===== config.mk =====
export PLATFORM = sky130hd
export DESIGN_NAME = page_residency_dirty_tracker
export DESIGN_NICKNAME = d
export VERILOG_FILES = /design/src/rtl/core/prdt_pkg.sv /design/src/rtl/core/page_residency_dirty_tracker.sv
export SDC_FILE = /design/constraint.sdc
export NUM_CORES = 1
export LEC_CHECK = 0
export BUFFER_PORTS_ARGS = -buffer_cell sky130_fd_sc_hd__buf_2
export CELL_PAD_IN_SITES_DETAIL_PLACEMENT = 1
export CELL_PAD_IN_SITES_GLOBAL_PLACEMENT = 1
export CORE_ASPECT_RATIO = 1.4
export CORE_MARGIN = 2
export CORE_UTILIZATION = 25
export DETAILED_ROUTE_END_ITERATION = 12
export PLACE_DENSITY = 0.43
export SYNTH_ARGS = -nofsm -noshare
export SYNTH_HDL_FRONTEND = slang
export SYNTH_SLANG_ARGS = --single-unit
export TNS_END_PERCENT = 10

===== constraint.sdc =====
create_clock -name aclk -period 5.5 [get_ports aclk]
set_input_delay 0.55 -clock aclk [delete_from_list [all_inputs] [get_ports aclk]]
set_output_delay 0.55 -clock aclk [all_outputs]
set_load 0.1 [all_outputs]

===== src/rtl/core/prdt_pkg.sv =====
`timescale 1ns / 1ps
`default_nettype none

package prdt_pkg;

    localparam int IN_W  = 16;
    localparam int OUT_W = 48;
    localparam int CW    = 7;

    typedef logic [CW-1:0] cnt_t;
    typedef logic [3:0]    flags_t;
    typedef logic [5:0]    runs_t;

    // flag bit positions
    localparam int FB_NRES  = 0;
    localparam int FB_NCHG  = 1;
    localparam int FB_DISK  = 2;
    localparam int FB_DIRTY = 3;

    localparam flags_t FLAGS_RESET = 4'b0011;
    localparam flags_t FLAGS_WBACK = 4'b0111;
    localparam flags_t FLAGS_DIRTY = 4'b1000;

    localparam runs_t RUN_CAP = 6'd32;

    localparam logic REG_PAGE_COUNT = 1'b0;
    localparam logic REG_LAZY_READ  = 1'b1;

    localparam cnt_t PAGE_COUNT_RST = 7'd64;

    typedef enum logic [1:0] {
        OP_FAULT    = 2'd0,
        OP_SWAP_IN  = 2'd1,
        OP_SWAP_OUT = 2'd2,
        OP_CLEAR    = 2'd3
    } opcode_t;

    typedef enum logic [1:0] {
        KIND_FETCH = 2'd0,
        KIND_WBACK = 2'd1,
        KIND_LOAD  = 2'd2,
        KIND_DONE  = 2'd3
    } kind_t;

    typedef enum logic [1:0] {
        STAT_DONE        = 2'd0,
        STAT_SKIP        = 2'd1,
        STAT_BAD         = 2'd2,
        STAT_DIRTY_FAULT = 2'd3
    } status_t;

    typedef enum logic [2:0] {
        ST_IDLE,
        ST_CHECK,
        ST_FAULT,
        ST_WALK,
        ST_DONE
    } state_t;

    function automatic cnt_t dec_sat(cnt_t v, cnt_t n);
        return (v > n) ? cnt_t'(v - n) : '0;
    endfunction

endpackage

`default_nettype wire


===== src/rtl/core/page_residency_dirty_tracker.sv =====
`timescale 1ns / 1ps
`default_nettype none

// channel   dir  handshake          payload
// s_        in   s_tvalid/s_tready  s_tdata: opcode, first_page, page_span
// m_        out  m_tvalid/m_tready  m_tdata: result fields, m_tlast: last
// cfg_      in   cfg_wr_en          cfg_wr_index, cfg_wr_data
//
// a range command handles one page per cycle, reading the next flag entry while writing the current
// one; the walk holds while a run word waits for m_tready, and a fault or a command end holds while
// its load or completion word waits.
// reset is synchronous; per-page valid bits make the flag store read as
// nonresident and uncharged at once, with no clearing pass.
// s_tready is high only between commands.

module page_residency_dirty_tracker
    import prdt_pkg::*;
#(
    parameter int MAX_PAGES = 64
) (
    input  wire logic             aclk,
    input  wire logic             aresetn,
    input  wire logic             s_tvalid,
    output logic                  s_tready,
    input  wire logic [IN_W-1:0]  s_tdata,   // opcode[1:0], first_page[7:2], page_span[14:8]
    output logic                  m_tvalid,
    input  wire logic             m_tready,
    output logic [OUT_W-1:0]      m_tdata,   // result_kind[1:0], run_start[7:2],
                                             // run_length[14:8], pages_moved[21:15],
                                             // loaded_total[28:22], charged_total[35:29],
                                             // dirty_total[42:36], status[44:43]
    output logic                  m_tlast,
    input  wire logic             cfg_wr_en,
    input  wire logic [0:0]       cfg_wr_index,
    input  wire logic [CW-1:0]    cfg_wr_data
);

    localparam int AW = (MAX_PAGES > 1) ? $clog2(MAX_PAGES) : 1;
    localparam int PW = $clog2(MAX_PAGES + 1);
    localparam cnt_t MAX_CNT = cnt_t'(MAX_PAGES);

    state_t state_reg, state_next;

    opcode_t     op_reg, op_next;
    logic [5:0]  beg_reg, beg_next;
    cnt_t        num_reg, num_next;
    logic [PW-1:0] ip_reg, ip_next;
    logic [PW-1:0] end_reg, end_next;
    logic [PW-1:0] first_reg, first_next;
    logic        open_reg, open_next;
    runs_t       runs_reg, runs_next;
    cnt_t        moved_reg, moved_next;
    status_t     status_reg, status_next;

    cnt_t loaded_reg, loaded_next;
    cnt_t charged_reg, charged_next;
    cnt_t dirty_reg, dirty_next;

    cnt_t page_count_reg;
    logic lazy_reg;

    // flag store
    flags_t               flag_mem [MAX_PAGES];
    logic [MAX_PAGES-1:0] vld_reg;
    flags_t               rd_data_reg;
    logic                 rd_vld_reg;
    cnt_t                 rd_addr;
    logic                 rd_en;
    logic                 wr_en;
    logic [AW-1:0]        wr_addr;
    flags_t               wr_data;

    // output word
    logic       m_tvalid_reg, m_tvalid_next;
    kind_t      o_kind_reg;
    logic [5:0] o_start_reg;
    cnt_t       o_len_reg, o_moved_reg, o_loaded_reg, o_charged_reg, o_dirty_reg;
    status_t    o_status_reg;
    logic       o_last_reg;

    logic       emit;
    kind_t      e_kind;
    logic [5:0] e_start;
    cnt_t       e_len;
    logic       out_free;

    cnt_t          cnt;
    flags_t        f_rd, f_walk;
    logic          at_end, want, close, need_emit, walk_stall;
    logic          beg_ok, range_bad, chk_skip, accept;
    logic [PW-1:0] run_diff, ip_inc;
    cnt_t          run_len, first_ext;
    logic [7:0]    range_end;

    assign accept   = s_tvalid && s_tready;
    assign s_tready = (state_reg == ST_IDLE);
    assign out_free = !m_tvalid_reg || m_tready;

    assign m_tvalid = m_tvalid_reg;
    assign m_tlast  = o_last_reg;
    assign m_tdata  = {3'b000, o_status_reg, o_dirty_reg, o_charged_reg, o_loaded_reg,
                       o_moved_reg, o_len_reg, o_start_reg, o_kind_reg};

    // shared decisions
    always_comb begin
        cnt       = (page_count_reg > MAX_CNT) ? MAX_CNT : page_count_reg;
        f_rd      = rd_vld_reg ? rd_data_reg : FLAGS_RESET;
        at_end    = (ip_reg == end_reg);
        f_walk    = at_end ? flags_t'(0) : f_rd;
        ip_inc    = ip_reg + 1'b1;
        run_diff  = ip_reg - first_reg;
        run_len   = cnt_t'(run_diff);
        first_ext = cnt_t'(first_reg);
        beg_ok    = (cnt_t'(beg_reg) < cnt);
        range_end = 8'(beg_reg) + 8'(num_reg);
        range_bad = (range_end > 8'(cnt));
        unique case (op_reg)
            OP_SWAP_IN:  want = f_walk[FB_NRES] && f_walk[FB_DISK] && !f_walk[FB_DIRTY];
            OP_SWAP_OUT: want = f_walk[FB_DIRTY];
            default:     want = 1'b0;
        endcase
        close      = open_reg && !want;
        need_emit  = close && (runs_reg < RUN_CAP);
        walk_stall = need_emit && !out_free;
        chk_skip   = (num_reg == '0)
                  || ((op_reg == OP_SWAP_IN) && (loaded_reg == cnt))
                  || ((op_reg != OP_SWAP_IN) && (dirty_reg == '0));
    end

    // next state
    always_comb begin
        state_next = state_reg;
        unique case (state_reg)
            ST_IDLE: begin
                if (s_tvalid) state_next = ST_CHECK;
            end
            ST_CHECK: begin
                if (op_reg == OP_FAULT) begin
                    state_next = beg_ok ? ST_FAULT : ST_DONE;
                end else begin
                    state_next = (range_bad || chk_skip) ? ST_DONE : ST_WALK;
                end
            end
            ST_FAULT: begin
                if (!(f_rd[FB_NRES] && !out_free)) state_next = ST_DONE;
            end
            ST_WALK: begin
                if (at_end && !walk_stall) state_next = ST_DONE;
            end
            ST_DONE: begin
                if (out_free) state_next = ST_IDLE;
            end
            default: state_next = ST_IDLE;
        endcase
    end

    // datapath and outputs
    always_comb begin
        op_next      = op_reg;
        beg_next     = beg_reg;
        num_next     = num_reg;
        ip_next      = ip_reg;
        end_next     = end_reg;
        first_next   = first_reg;
        open_next    = open_reg;
        runs_next    = runs_reg;
        moved_next   = moved_reg;
        status_next  = status_reg;
        loaded_next  = loaded_reg;
        charged_next = charged_reg;
        dirty_next   = dirty_reg;
        wr_en        = 1'b0;
        wr_addr      = ip_reg[AW-1:0];
        wr_data      = f_walk;
        rd_addr      = cnt_t'(ip_reg);
        emit         = 1'b0;
        e_kind       = KIND_DONE;
        e_start      = '0;
        e_len        = '0;

        unique case (state_reg)
            ST_IDLE: begin
                if (accept) begin
                    op_next    = opcode_t'(s_tdata[1:0]);
                    beg_next   = s_tdata[7:2];
                    num_next   = s_tdata[14:8];
                    moved_next = '0;
                end
            end
            ST_CHECK: begin
                rd_addr     = cnt_t'(beg_reg);
                status_next = STAT_DONE;
                ip_next     = PW'(beg_reg);
                end_next    = PW'(range_end);
                open_next   = 1'b0;
                runs_next   = '0;
                if (op_reg == OP_FAULT) begin
                    if (!beg_ok) status_next = STAT_BAD;
                end else if (range_bad) begin
                    status_next = STAT_BAD;
                end else if (chk_skip) begin
                    status_next = STAT_SKIP;
                end
            end
            ST_FAULT: begin
                rd_addr = cnt_t'(beg_reg);
                wr_addr = beg_reg[AW-1:0];
                wr_data = FLAGS_DIRTY;
                if (f_rd[FB_NRES]) begin
                    emit    = 1'b1;
                    e_kind  = KIND_LOAD;
                    e_start = lazy_reg ? beg_reg : 6'd0;
                    e_len   = lazy_reg ? cnt_t'(1) : cnt;
                end else if (f_rd[FB_DIRTY]) begin
                    status_next = STAT_DIRTY_FAULT;
                end else begin
                    wr_en      = 1'b1;
                    dirty_next = dirty_reg + 1'b1;
                end
            end
            ST_WALK: begin
                rd_addr = walk_stall ? cnt_t'(ip_reg) : cnt_t'(ip_inc);
                emit    = need_emit;
                e_kind  = (op_reg == OP_SWAP_IN) ? KIND_FETCH : KIND_WBACK;
                e_start = first_ext[5:0];
                e_len   = run_len;
                if (!walk_stall) begin
                    if (!at_end) ip_next = ip_inc;
                    open_next = want;
                    if (want && !open_reg) first_next = ip_reg;
                    if (close) begin
                        if (runs_reg < RUN_CAP) runs_next = runs_reg + 1'b1;
                        moved_next = moved_reg + run_len;
                        if (op_reg == OP_SWAP_OUT) dirty_next = dec_sat(dirty_reg, run_len);
                    end
                    if (!at_end) begin
                        unique case (op_reg)
                            OP_SWAP_IN: begin
                                if (f_walk[FB_NRES]) begin
                                    wr_en       = 1'b1;
                                    wr_data     = f_walk & ~FLAGS_RESET;
                                    loaded_next = loaded_reg + 1'b1;
                                    if (f_walk[FB_NCHG]) charged_next = charged_reg + 1'b1;
                                end
                            end
                            OP_SWAP_OUT: begin
                                wr_en   = 1'b1;
                                wr_data = f_walk[FB_DIRTY] ? FLAGS_WBACK
                                        : ((f_walk & FLAGS_WBACK) | FLAGS_RESET);
                                if (!f_walk[FB_NCHG]) begin
                                    if (!f_walk[FB_NRES])
                                        loaded_next = dec_sat(loaded_reg, cnt_t'(1));
                                    charged_next = dec_sat(charged_reg, cnt_t'(1));
                                end
                            end
                            OP_CLEAR: begin
                                wr_en   = 1'b1;
                                wr_data = f_walk & FLAGS_RESET;
                                if (f_walk[FB_DIRTY]) dirty_next = dec_sat(dirty_reg, cnt_t'(1));
                            end
                            OP_FAULT: begin
                                wr_en = 1'b0;
                            end
                        endcase
                    end
                end
            end
            ST_DONE: begin
                emit = 1'b1;
            end
            default: begin
                emit = 1'b0;
            end
        endcase
    end

    assign rd_en = (rd_addr < MAX_CNT);

    always_comb begin
        m_tvalid_next = m_tvalid_reg;
        if (emit && out_free) begin
            m_tvalid_next = 1'b1;
        end else if (m_tready) begin
            m_tvalid_next = 1'b0;
        end
    end

    // control registers
    always_ff @(posedge aclk) begin
        if (!aresetn) begin
            state_reg      <= ST_IDLE;
            loaded_reg     <= '0;
            charged_reg    <= '0;
            dirty_reg      <= '0;
            m_tvalid_reg   <= 1'b0;
            page_count_reg <= PAGE_COUNT_RST;
            lazy_reg       <= 1'b0;
            vld_reg        <= '0;
            rd_vld_reg     <= 1'b0;
        end else begin
            state_reg    <= state_next;
            loaded_reg   <= loaded_next;
            charged_reg  <= charged_next;
            dirty_reg    <= dirty_next;
            m_tvalid_reg <= m_tvalid_next;
            if (cfg_wr_en) begin
                if (cfg_wr_index == REG_PAGE_COUNT) page_count_reg <= cfg_wr_data;
                if (cfg_wr_index == REG_LAZY_READ)  lazy_reg       <= cfg_wr_data[0];
            end
            if (wr_en) vld_reg[wr_addr] <= 1'b1;
            if (rd_en) rd_vld_reg <= vld_reg[rd_addr[AW-1:0]];
        end
    end

    // command context and output word
    always_ff @(posedge aclk) begin
        if (!aresetn) begin
            runs_reg <= '0;
        end else begin
            runs_reg <= runs_next;
        end
        op_reg     <= op_next;
        beg_reg    <= beg_next;
        num_reg    <= num_next;
        ip_reg     <= ip_next;
        end_reg    <= end_next;
        first_reg  <= first_next;
        open_reg   <= open_next;
        moved_reg  <= moved_next;
        status_reg <= status_next;
        if (emit && out_free) begin
            o_kind_reg    <= e_kind;
            o_start_reg   <= e_start;
            o_len_reg     <= e_len;
            o_last_reg    <= (e_kind == KIND_DONE);
            o_moved_reg   <= (e_kind == KIND_DONE) ? moved_reg   : cnt_t'(0);
            o_loaded_reg  <= (e_kind == KIND_DONE) ? loaded_reg  : cnt_t'(0);
            o_charged_reg <= (e_kind == KIND_DONE) ? charged_reg : cnt_t'(0);
            o_dirty_reg   <= (e_kind == KIND_DONE) ? dirty_reg   : cnt_t'(0);
            o_status_reg  <= (e_kind == KIND_DONE) ? status_reg  : STAT_DONE;
        end
    end

    always_ff @(posedge aclk) begin
        if (wr_en) flag_mem[wr_addr] <= wr_data;
        if (rd_en) rd_data_reg <= flag_mem[rd_addr[AW-1:0]];
    end

    a_last_on_done: assert property (@(posedge aclk) disable iff (!aresetn)
        m_tvalid |-> (m_tlast == (o_kind_reg == KIND_DONE)))
        else $error("last flag does not match completion word");

    a_counts_bounded: assert property (@(posedge aclk) disable iff (!aresetn)
        (loaded_reg <= MAX_CNT) && (charged_reg <= MAX_CNT) && (dirty_reg <= MAX_CNT))
        else $error("page counter beyond allocation size");

    a_runs_capped: assert property (@(posedge aclk) disable iff (!aresetn)
        runs_reg <= RUN_CAP)
        else $error("run counter beyond cap");

    a_stall_no_write: assert property (@(posedge aclk) disable iff (!aresetn)
        ((state_reg == ST_WALK) && walk_stall) |-> !wr_en)
        else $error("flag write while walk is stalled");

    a_accept_check: assert property (@(posedge aclk) disable iff (!aresetn)
        accept |=> (state_reg == ST_CHECK))
        else $error("accepted word did not start a check");

endmodule

`default_nettype wire


==> flow_summary.toml, run 1 <==
[drt]
wl_um = 75600
ant_nets = 0
wire_per_inst_um = 24.0
drtPass1Iterations = 5
route.detailed.drc = 0
viasPerCell = 4.91
vias = 15500
drt-initial-drc-count = 660

[final_layout]
layout-drive-gt1-share_pct = 13.4
n_antenna_cell = 0
largest_reg_flops = 256
layout_common_cells = "352 x edfxtp_1, 254 x nand2_1, 154 x nor2_1, 104 x dfxtp_1, 96 x nand3_1"
fin_nets = 2101
syn_to_final_growth_pct = 16.8
final_common_cell = "edfxtp_1"

[critical_path]
max_stage_delay_ps = 650
critPathTopFamily = "compound AO/OA/AOI/OAI gates"
ff2ff_setup_slack_ps = 1050
critPathSlowestCell = "edfxtp_1"
path_class = "reg2reg"
critPathCaptureType = "flop"
cp.arrival_ps = 4810
rr_worst_depth = 12
crit_chain = "ha_1 > nor2b_1 > o32ai_1 > a21bo_2 > a211oi_2 > or2_2 > buf_12 > mux2i_1 > mux2i_1 > a22oi_1 > o211ai_1 > and4_1"
path_max_fanout = 40
r2r-end = "rd_data_reg[1]$_DFFE_PN_"
timing.rr.start = "ip_reg[0]$_DFFE_PP_"
cpMostUsedCell = "mux2i_1"
cp_num_buf_inv = 1
crit_required_ps = 5860
timing.critical_path.from_type = "flop"

[worst_hold_path]
hold_path_depth = 1
min_from = "s_tdata[5]"
hp-class = "in2reg"
min_to = "beg_reg[3]$_DFFE_PP_"

[timing]
period_needed_ps = 4450
rsz0062_at_grt = "false"
max_slew_margin_pct = 30.5
skew_ps = 20.4
hold_viol = 0
holdWs_ps = 113
tns_ps = 0
period_share_pct = 80.9
timing.fmax_mhz = 225
worst_pin_slew_ps = 1030
drv_slew = 0
setup_viol = 0

[cts]
cts-buffers-inserted = 51
ctsResizeCount = 0
postCtsSetupRepairBufs = 0
htreeDepth = 2
clk_pin_slew_worst_paths_ps = 60
clockBufferDepth = 3
cts.sinks = 456
cts_root_buffer = "clkbuf_16"
ctsHoldBuffers = 0
clk_latency_ps = 610
cts_tree = "yes"

[yosys]
synth.avg_cell_area_um2 = 11.2
netlist_area_um2 = 21600
ys_seq_elements = 456
synth_flop_cell = "edfxtp_1"
seq_area_frac_synth_pct = 58.5
netlist-cell-type-count = 99
syn-instance-count = 1932
synthArstFlopShare_pct = 0
yosys_warnings = 0
synth-edff-count = 352

[floorplanning]
die_h_um = 352
core-area_um2 = 85600
rows = 127
dieArea_um2 = 88900
io_pins = 80
initial_core_util_pct = 25.3
die_x_um = 253

[global_routing]
grt_usage_pct = 16.9
grt_pass1_vias = 16300
grt-ovfl-total = 0
antenna_found_initial = 2
grt_max_degree = 65
grt_pass1_wl_um = 112000

[place]
gp_congestion = 0.796
hpwl_um = 53300
io_buffer_count = 75

[run]
max_cap_violations = 0

[power_and_ir_drop]
power_leakage_uw = 0.00884
powerDensity_nw_per_um2 = 438
peakVddDrop_mv = 0.211

[outcome]
status = "finished, final reports clean"
worst max path at each step:
| stage | from | endpoint | slack (ps) | cells past startpoint |
|---|---|---|---|---|
| 6_report | ip_reg[0]$_DFFE_PP_ | rd_data_reg[1]$_DFFE_PN_ | 1050 | 12 |
| 3_3_place_gp | ip_reg[0]$_DFFE_PP_ | rd_data_reg[1]$_DFFE_PN_ | 1050 | 11 |
| 4_1_cts | ip_reg[0]$_DFFE_PP_ | rd_data_reg[1]$_DFFE_PN_ | 950 | 12 |
| 2_1_floorplan | m_tvalid$_SDFFE_PN0P_ | flag_mem[0][2]$_DFFE_PP_ | 190 | 7 |
| 3_5_place_dp | ip_reg[0]$_DFFE_PP_ | rd_data_reg[1]$_DFFE_PN_ | 960 | 12 |
| 5_1_grt | ip_reg[0]$_DFFE_PP_ | dirty_reg[3]$_SDFFE_PN0P_ | 750 | 17 |
Yosys cell counts (14+ instances only):
master    instances  area (um2)
nand2_1         254         953
o21ai_0          71         355
a22oi_1          17         128
ha_1             52         651
mux2i_1          75         751
nand4_1          19         119
xor2_1           14         123
a21o_1           15         113
o21a_1           77         578
a31oi_1          45         282
and2_1           40         250
nand3_1          96         480
a21oi_1          65         325
clkbuf_1         72         270
and3_1           20         125
o22ai_1          16         100
inv_1            44         165
nor2_1          157         589
xnor2_1          32         280
nor2b_1          24         150
dfxtp_1         104        2080
buf_2            20         100
a32oi_1          15         131
edfxtp_1        352       10600
nor3_1           33         165
stage by stage:
stage	cell area (um2)	total power (uW)	instances	setup slack (ps)	utilization [%]
6_report	25300	11100	3155	1050	29.5
5_1_grt	25300	11600	3155	751	29.5
4_1_cts	25300	11300	3155	946	29.5
3_5_place_dp	23500	7570	3059	960	27.4
3_3_place_gp	23500	7540	3059	1050	27.4
2_1_floorplan	21600	6260	1934	192	-
per-layer routing:
metal,track usage [%],wire length (um),up-vias
met3,2.02,1820,112
met4,5.67,2550,0
met5,0,0,-
li1,-,-,7278
met2,32.4,41000,222
met1,18.9,30300,7887
area by class of cell:
class,count,area (um2)
fillers,9411,60400
flip-flops and latches,456,12700
multi-input cells,1320,8360
clock buffers,72,1460
well taps,1096,1370
repair buffers,141,936
clock inverters,24,322
inverters,46,173
report_power, final:
group / total, uW / switching, uW / leakage (uW) / internal (uW)
clock network: 3650 / 1480 / 0.000864 / 2180
logic: 3180 / 2280 / 0.00396 / 904
registers: 4240 / 156 / 0.00402 / 4080
cells by family after synthesis:
kind of cell             after synthesis  share of synthesized area [%]
AND/OR/NAND/NOR                      711                           15.6
flip-flops                           456                           58.5
AO/OA/AOI/OAI                        420                           13.5
buffers and inverters                158                           3.22
multiplexers                          81                           3.78
adder cells (fa/ha/maj)               56                           3.38
XOR/XNOR                              49                           2.09
other                                  1                         0.0173
No activity file was read; power rests on OpenSTA's default activity.
==> run 2: changes to the inputs <==
==> constraint.sdc (replaced) <==
create_clock -name aclk -period 4.29 [get_ports aclk]
set_input_delay 0.429 -clock aclk [delete_from_list [all_inputs] [get_ports aclk]]
set_output_delay 0.429 -clock aclk [all_outputs]
set_load 0.1 [all_outputs]
==> flow_summary.toml, run 2 (synthesis gave the netlist of run 1 again) <==
[outcome]
status = "finished, final reports clean"

[cts]
cts_root_buffer = "clkbuf_16"
clk_pin_slew_worst_paths_ps = 70
cts_tree = "yes"
cts-buffers-inserted = 52
clk_latency_ps = 610
htreeDepth = 2
clockBufferDepth = 3
cts.sinks = 456

[critical_path]
worstSetupStartpoint = "ip_reg[0]$_DFFE_PP_"
rr_worst_depth = 11
critPathCaptureType = "flop"
timing.critical_path.from_type = "flop"
path_max_fanout = 10
timing.rr.start = "ip_reg[0]$_DFFE_PP_"
r2r-end = "rd_data_reg[0]$_DFFE_PN_"
ff2ff_setup_slack_ps = 340
path_class = "reg2reg"
crit_required_ps = 4650
cp.arrival_ps = 4320

[global_routing]
grt_pass1_vias = 16600
grt_pass1_wl_um = 112000
grt_usage_pct = 17.0
grt_max_degree = 71
grt-ovfl-total = 0
antenna_found_initial = 0

[worst_hold_path]
hp-class = "in2reg"
hold_path_depth = 1
min_to = "op_reg[1]$_DFFE_PP_"
min_from = "s_tdata[1]"

[final_layout]
final_common_cell = "edfxtp_1"
fin_nets = 2167
syn_to_final_growth_pct = 19.4
n_antenna_cell = 0
layout-drive-gt1-share_pct = 15.2
layout_common_cells = "352 x edfxtp_1, 254 x nand2_1, 154 x nor2_1, 110 x buf_4, 104 x dfxtp_1"
largest_reg_flops = 256

[drt]
wire_per_inst_um = 23.6
ant_nets = 0
viasPerCell = 4.87
vias = 15700
wl_met2_um = 41900
wl_met1_um = 30100
drtPass1Iterations = 4
routed.top_layer = "met4"
route.detailed.drc = 0
wl_um = 76100
wl_met3_um = 1940
drt-initial-drc-count = 764

[timing]
hold_viol = 0
max_slew_margin_pct = 30.3
period_share_pct = 92.1
holdWs_ps = 35.5
rsz0062_at_grt = "false"
tns_ps = 0
worst_pin_slew_ps = 1040
timing.fmax_mhz = 253
setup_viol = 0
drv_slew = 0
period_needed_ps = 3950
skew_ps = 20.3

[floorplanning]
rows = 127
dieArea_um2 = 88900
die_x_um = 253
io_pins = 80
die_h_um = 352
core-area_um2 = 85600
initial_core_util_pct = 25.3

[power_and_ir_drop]
power_leakage_uw = 0.00916
peakVddDrop_mv = 0.333
powerDensity_nw_per_um2 = 555

[run]
max_cap_violations = 0

[place]
io_buffer_count = 75
gp_congestion = 0.816
hpwl_um = 54600
## run 2: cell count changes in the layout (fill, tap and decap cells not counted), moves of 3 or more
| cell | previous run | this run |
|---|---|---|
| buf_12 | 5 | 8 |
| clkinv_1 | 4 | 10 |
| buf_4 | 62 | 110 |
| dlygate4sd3_1 | 0 | 14 |
| clkinv_2 | 7 | 4 |
## run 2: critical path, stage by stage, from the launching register on
cell,delay (ps)
edfxtp_1,520
xnor2_1,250
nand4_2,220
o21ai_2,540
a31oi_1,270
nor2b_1,230
a2111oi_4,660
buf_4,300
nand3_1,130
nand3_1,110
o211ai_1,160
and4_1,280
## run 2: timing repair
action,CTS,global route
hold endpoints to repair,14,0
gates resized for setup,0,1
hold buffers,14,0
endpoints found under the setup margin,0,1
buffers inserted,0,1
## run 2: per-stage QoR
step / total power, uW / util, % / cell area, um2 / cells / worst slack, ps
after floorplan: 8020 / - / 21600 / 1934 / -2.51
after global placement: 9800 / 27.9 / 23900 / 3109 / 389
after detailed placement: 9850 / 27.9 / 23900 / 3109 / 330
after CTS: 14600 / 30.1 / 25800 / 3220 / 325
after global routing: 15000 / 30.2 / 25800 / 3221 / 123
final: 14300 / 30.2 / 25800 / 3221 / 339
## run 2: cell type report
class	instances	area (um2)
clock buffers	71	1440
clock inverters	26	325
fillers	9384	59800
inverters	46	176
multi-input cells	1320	8360
flip-flops and latches	456	12700
well taps	1096	1370
repair buffers	206	1500
## run 2: per-layer routing
| metal | vias to the layer above | track usage (%) |
|---|---|---|
| met1 | 7938 | 18.9 |
| met4 | 0 | 5.12 |
| met5 | - | 0 |
| li1 | 7417 | - |
| met2 | 243 | 33.1 |
| met3 | 103 | 1.92 |
## run 2: worst max-delay path by stage
stage,end,depth (start not counted)
3_5_place_dp,dirty_reg[6]$_SDFFE_PN0P_,17
5_1_grt,rd_data_reg[2]$_DFFE_PN_,11
3_3_place_gp,dirty_reg[6]$_SDFFE_PN0P_,17
4_1_cts,dirty_reg[6]$_SDFFE_PN0P_,17
6_report,rd_data_reg[0]$_DFFE_PN_,11
2_1_floorplan,moved_reg[0]$_SDFFCE_PN0P_,6
## run 2: report_power, final
part / internal (uW) / leakage [uW] / switching [uW]
logic: 1290 / 0.00428 / 3020
registers: 5220 / 0.00402 / 146
clock network: 2780 / 0.000860 / 1890
total: 9290 / 0.00916 / 5050
